--- config.mk ---
export PLATFORM = sky130hd
export DESIGN_NAME = ter_control
export DESIGN_NICKNAME = d
export VERILOG_FILES = /design/src/rtl/core/ter_pkg.sv /design/src/rtl/core/ter_control.sv
export VERILOG_INCLUDE_DIRS = /design/src /design/src/rtl/core
export SDC_FILE = /design/constraint.sdc
export NUM_CORES = 1
export LEC_CHECK = 0
export BUFFER_PORTS_ARGS = -buffer_cell sky130_fd_sc_hd__clkbuf_2
export CORE_AREA = 10 10 53 55
export DETAILED_ROUTE_END_ITERATION = 8
export DIE_AREA = 0 0 63 65
export PLACE_DENSITY = 0.69
export SLEW_MARGIN = 5
export SYNTH_ARGS = -nofsm -noshare
export SYNTH_HDL_FRONTEND = slang
export SYNTH_SLANG_ARGS = --single-unit
--- constraint.sdc ---
create_clock -name clk -period 1.43 [get_ports clk]
set_clock_uncertainty 0.15 [all_clocks]
set_input_delay 0.3575 -clock clk [delete_from_list [all_inputs] [get_ports clk]]
set_output_delay 0.3575 -clock clk [all_outputs]
set_load 0.05 [all_outputs]
--- src/rtl/core/assert_macros.svh ---
// Assertion macros used by the rasterizer controller
`ifndef ASSERT_MACROS_SVH
`define ASSERT_MACROS_SVH
// Assert that an antecedent implies a consequent in the same cycle
`define ASSERT_IMPL(label, ante, cons, msg) \
  label: assert property (@(posedge clk) disable iff (rst) (ante) |-> (cons)) else $error(msg);
// Assert that an antecedent implies a consequent in the next cycle
`define ASSERT_NEXT(label, ante, cons, msg) \
  label: assert property (@(posedge clk) disable iff (rst) (ante) |=> (cons)) else $error(msg);
`endif

--- src/rtl/core/ter_pkg.sv ---
// Package: types and constants of the triangle edge rasterizer
package ter_pkg;
  localparam int SCREEN_WIDTH  = 1024;
  localparam int SCREEN_HEIGHT = 512;
  localparam int AccW = 24;
  localparam int ProdW = 32;
  localparam int NumQ = 5;

  localparam logic OP_LOAD = 1'b0;
  localparam logic OP_STEP = 1'b1;
  localparam logic [1:0] CFG_LEFT = 2'd0;
  localparam logic [1:0] CFG_TOP = 2'd1;
  localparam logic [1:0] CFG_RIGHT = 2'd2;
  localparam logic [1:0] CFG_BOTTOM = 2'd3;

  typedef enum logic [3:0] {
    S_IDLE, S_AREA, S_SWAP, S_BOX, S_CHECK, S_EDGE, S_EDGE2, S_MAC, S_DIV, S_OUT
  } ter_state_t;

  typedef struct packed {
    logic       load_corner;
    logic       calc_area;
    logic       do_swap;
    logic       calc_box;
    logic       calc_edge;
    logic       calc_edge2;
    logic [1:0] mac_idx;
    logic       mac_clr;
    logic       mac_en;
    logic       div_start;
    logic       out_load;
    logic       out_done_only;
    logic       advance;
  } ter_cmd_t;

  typedef struct packed {
    logic area_neg;
    logic setup_empty;
    logic covered;
    logic div_busy;
    logic scan_last;
  } ter_stat_t;
endpackage

--- src/rtl/core/ter_control.sv ---
// Controller: sequences setup and per-pixel work, drives the handshakes
module ter_control import ter_pkg::*; (
  input  logic       clk,
  input  logic       rst,
  input  logic       in_valid,
  output logic       in_ready,
  input  logic       operation,
  input  logic [1:0] vertex_slot,
  output logic       out_valid,
  input  logic       out_ready,
  output ter_cmd_t   cmd,
  input  ter_stat_t  stat
);
`include "assert_macros.svh"
  ter_state_t state, state_next;
  logic active, active_next;
  logic ovalid, ovalid_next;
  logic [1:0] midx, midx_next;
  logic acc;

  assign in_ready = (state == S_IDLE) && !ovalid;
  assign out_valid = ovalid;
  assign acc = in_valid && in_ready;

  always_ff @(posedge clk) begin
    if (rst) begin
      state <= S_IDLE;
      active <= 1'b0;
      ovalid <= 1'b0;
      midx <= '0;
    end else begin
      state <= state_next;
      active <= active_next;
      ovalid <= ovalid_next;
      midx <= midx_next;
    end
  end

  always_comb begin
    state_next = state;
    active_next = active;
    ovalid_next = ovalid && !out_ready;
    midx_next = midx;
    cmd = '0;
    cmd.mac_idx = midx;
    case (state)
      S_IDLE: begin
        if (acc) begin
          if (operation == OP_LOAD) begin
            if (vertex_slot != 2'd3) begin
              cmd.load_corner = 1'b1;
              active_next = 1'b0;
              if (vertex_slot == 2'd2) state_next = S_AREA;
            end
          end else if (active) begin
            state_next = S_EDGE;
          end
        end
      end
      S_AREA: begin
        cmd.calc_area = 1'b1;
        state_next = S_SWAP;
      end
      S_SWAP: begin
        if (stat.area_neg) cmd.do_swap = 1'b1;
        state_next = S_BOX;
      end
      S_BOX: begin
        cmd.calc_box = 1'b1;
        state_next = S_CHECK;
      end
      S_CHECK: begin
        if (stat.setup_empty) begin
          cmd.out_done_only = 1'b1;
          ovalid_next = 1'b1;
        end else begin
          active_next = 1'b1;
        end
        state_next = S_IDLE;
      end
      S_EDGE: begin
        cmd.calc_edge = 1'b1;
        state_next = S_EDGE2;
      end
      S_EDGE2: begin
        cmd.calc_edge2 = 1'b1;
        cmd.mac_clr = 1'b1;
        midx_next = '0;
        state_next = S_MAC;
      end
      S_MAC: begin
        cmd.mac_en = 1'b1;
        midx_next = midx + 2'd1;
        if (midx == 2'd2) begin
          midx_next = '0;
          state_next = stat.covered ? S_DIV : S_OUT;
        end
      end
      S_DIV: begin
        cmd.div_start = 1'b1;
        state_next = S_OUT;
      end
      S_OUT: begin
        if (!stat.div_busy) begin
          cmd.out_load = 1'b1;
          cmd.advance = 1'b1;
          ovalid_next = 1'b1;
          if (stat.scan_last) active_next = 1'b0;
          state_next = S_IDLE;
        end
      end
      default: state_next = S_IDLE;
    endcase
  end

  `ASSERT_IMPL(a_ready_idle, in_ready, state == S_IDLE, "ready outside idle")
  `ASSERT_NEXT(a_out_held, out_valid && !out_ready, out_valid, "result dropped")
  `ASSERT_IMPL(a_no_scan_in_setup, state == S_EDGE, active, "scan without setup")
endmodule

==> flow_metrics.py <==
metrics = {
    "setup_path": {
        "worstPathRequired_ns": 0.92,
        "slowest_delay_ns": 0.36,
        "path_max_fanout": 4,
        "critPathKind": "reg -> out",
        "worst-endpoint-arrival_ns": 1.34,
        "slowest_stage": "dfxtp_4",
        "end_kind": "output port",
        "path_cells": "buf_6 -> nand2b_4 -> nor3_4 -> buf_12",
        "startpoint_type": "flip-flop",
    },
    "power_and_ir_drop": {
        "p_per_area_nw_per_um2": 1579,
        "ir_drop_mv": 1.289,
        "total_power_w": 0.002370,
        "leakage_nw": 0.5924,
    },
    "yosys": {
        "synth.area.top_cells": "dfxtp_1 27%, nor2_1 7.5%, nand2b_1 5.2%",
        "synth.distinct_cells": 33,
        "syn_nets": 91,
        "synthSimpleGateAreaFrac_pct": 36.85,
        "synth_top_family_by_area": "simple AND/OR/NAND/NOR gates",
        "synth_xor_area_share_pct": 1.449,
        "synth_warnings": 0,
        "ys_ff_latch": 8,
        "async_reset_ff_share_pct": 0,
        "synth_compound_area_share_pct": 26.71,
        "netlist.area_leader.share_pct": 26.50,
        "synthMuxAreaShare_pct": 0,
        "synthCells": 79,
        "ys.flop_type": "dfxtp_1",
        "synth_top_cell_by_area": "dfxtp_1",
        "syn_area_per_cell_um2": 7.650,
        "yosysSeqAreaShare_pct": 26.50,
        "synthAdderAreaFrac_pct": 0,
        "syn_area_um2": 604.3,
        "synth_edf_count": 0,
    },
    "clock_network": {
        "cts_made_buffers": 3,
        "cts_root_buf": "clkbuf_4",
        "cts_sinks": 8,
        "cts_max_level": 1,
        "clockBufferDepth": 2,
        "clk_pin_slew_ns": 0.06,
        "clk-insertion-delay-late_ns": 0.27,
        "tritoncts": "built",
    },
    "detailed_routing": {
        "avgRoutedWirePerCell_um": 16.70,
        "wirelength_um": 2656,
        "dr.first_iter.drc_count": 8,
        "vias_per_cell": 5.113,
        "dr_total_vias": 813,
        "dr.pass1.iters": 4,
        "drc": 0,
        "ant_nets": 0,
    },
    "timing": {
        "tightest_slew_ns": 0.2909,
        "period_share_pct": 129.2,
        "maxSlewViolCount": 0,
        "layout_min_cycle_time_ns": 1.848,
        "tns_ns": -5.089,
        "hold-worst-slack_ns": 0.2284,
        "rsz0062_at_grt": "true",
        "fmax_mhz": 541.2,
        "slew_headroom_pct": 80.54,
        "hold_viol": 0,
        "setup_viol": 18,
        "fin_ws_ns": -0.4176,
    },
    "die": {
        "rows": 16,
        "core-area_um2": 1862,
        "start_util_pct": 32.46,
        "die_x_um": 63,
        "die_h_um": 65,
        "boundaryPins": 28,
        "die_area_um2": 4095,
    },
    "global_routing": {
        "grt_pass1_vias": 892,
        "grt_pass1_wl_um": 4257,
        "grt_max_degree": 9,
        "antenna_found_initial": 0,
        "overflow": 0,
        "track_usage_pct": 12.46,
    },
    "placement": {
        "gp_congestion": 0.7807,
        "portBuffers": 27,
        "place_inst": 151,
        "hpwl_um": 1766,
    },
    "finish": {
        "final_cells": 159,
        "final_nets": 145,
        "num_antenna_cells": 0,
        "area_delta_synth_final_pct": 148.4,
        "drive_above_1_share_pct": 75.00,
    },
    "outcome": {
        "violations": "negative setup slack",
        "outcome": "finished with violations",
    },
    "job": {
        "cap_viol_max_count": 0,
    },
    "min_path": {
        "hold_path.class": "in -> reg",
    },
}
logic make-up after synthesis:
family	Yosys count
compound gates	18
xor+xnor	1
simple gates	43
flops	8
buf+inv	9
cell type report:
| class | instances | area (um2) |
|---|---|---|
| Sequential cell | 8 | 183.9 |
| Multi-Input combinational cell | 62 | 595.6 |
| Inverter | 2 | 11.26 |
| Tap cell | 27 | 33.78 |
| Clock buffer | 4 | 26.28 |
| Timing Repair Buffer | 56 | 650.6 |
| Fill cell | 115 | 360.3 |
cells in the mapped netlist (all sizes together), types with 2 or more instances:
cell type   n
a21oi       5
nand2       8
nor3        6
dfxtp       8
nor2b       2
o22ai       2
nand2b      6
and2        3
nor2       12
inv         2
buf         6
worst max-delay path, delay by kind of cell, from the launching register on:
family | cells | cell delay (ns)
flip-flops | 1 | 0.36
AND/OR/NAND/NOR | 2 | 0.41
buffers and inverters | 2 | 0.30
state kept, by name, summed over array words and instances (netlist names):
register and count:
state 4, midx 2, out_valid 1, active 1
power by group:
part | switching (W) | total [W] | internal (W) | leakage (nW)
logic | 0.000878 | 0.00182 | 0.000941 | 0.508
registers | 0.0000719 | 0.000349 | 0.000277 | 0.0699
clock network | 0.0000941 | 0.000202 | 0.000108 | 0.0150
through the flow:
step / util, % / area [um2] / setup WS (ns)
floorplan: - / 740.7 / -0.3128
global route: 80.65 / 1501 / -0.4764
finish: 80.65 / 1501 / -0.4176
detailed placement: 65.93 / 1227 / -0.2405
global placement: 65.93 / 1227 / -0.2080
CTS: 75.94 / 1414 / -0.4113
routing by layer:
layer / track usage [%] / routed length [um] / vias to the layer above
li1: - / - / 393
met1: 12.77 / 966 / 395
met2: 22.59 / 1542 / 21
met3: 3.265 / 104 / 4
met4: 6.983 / 43 / 0
met5: 0 / 0 / -
final timing paths:
check                                      startpoint                    to  slack [ns]  cells after the start
worst max-delay path            state[1]$_SDFFE_PP0P_                cmd[2]       -0.42                      4
worst max register to register  state[2]$_SDFFE_PP0P_   active$_SDFFE_PP0P_       -0.12                      4
worst min-delay path                              rst  midx[0]$_SDFFE_PP0P_        0.23                      2
worst min register to register    active$_SDFFE_PP0P_   active$_SDFFE_PP0P_        0.39                      2
timing repair:
item / CTS / global route
pin swaps: 16 / 11
setup buffers: 5 / 6
hold endpoints to repair: 0 / 0
cloned: 0 / 0
hold buffers: 0 / 0
endpoints found under the setup margin: 21 / 21
resized for setup: 32 / 21
cell usage in the layout, fill, tap and decap left out, types with 2 or more instances in the layout:
cell      instances
buf_6            17
buf_12           13
buf_4            12
clkbuf_2         11
nor2_4            6
nor2_1            6
dfxtp_4           6
nor3_4            5
nand2_1           5
nand2b_4          4
a21oi_1           3
clkbuf_4          3
and2_4            2
nand2_4           2
nand2b_1          2
a21oi_2           2
o22ai_2           2
Note: power is estimated with default switching activity, not from simulation.
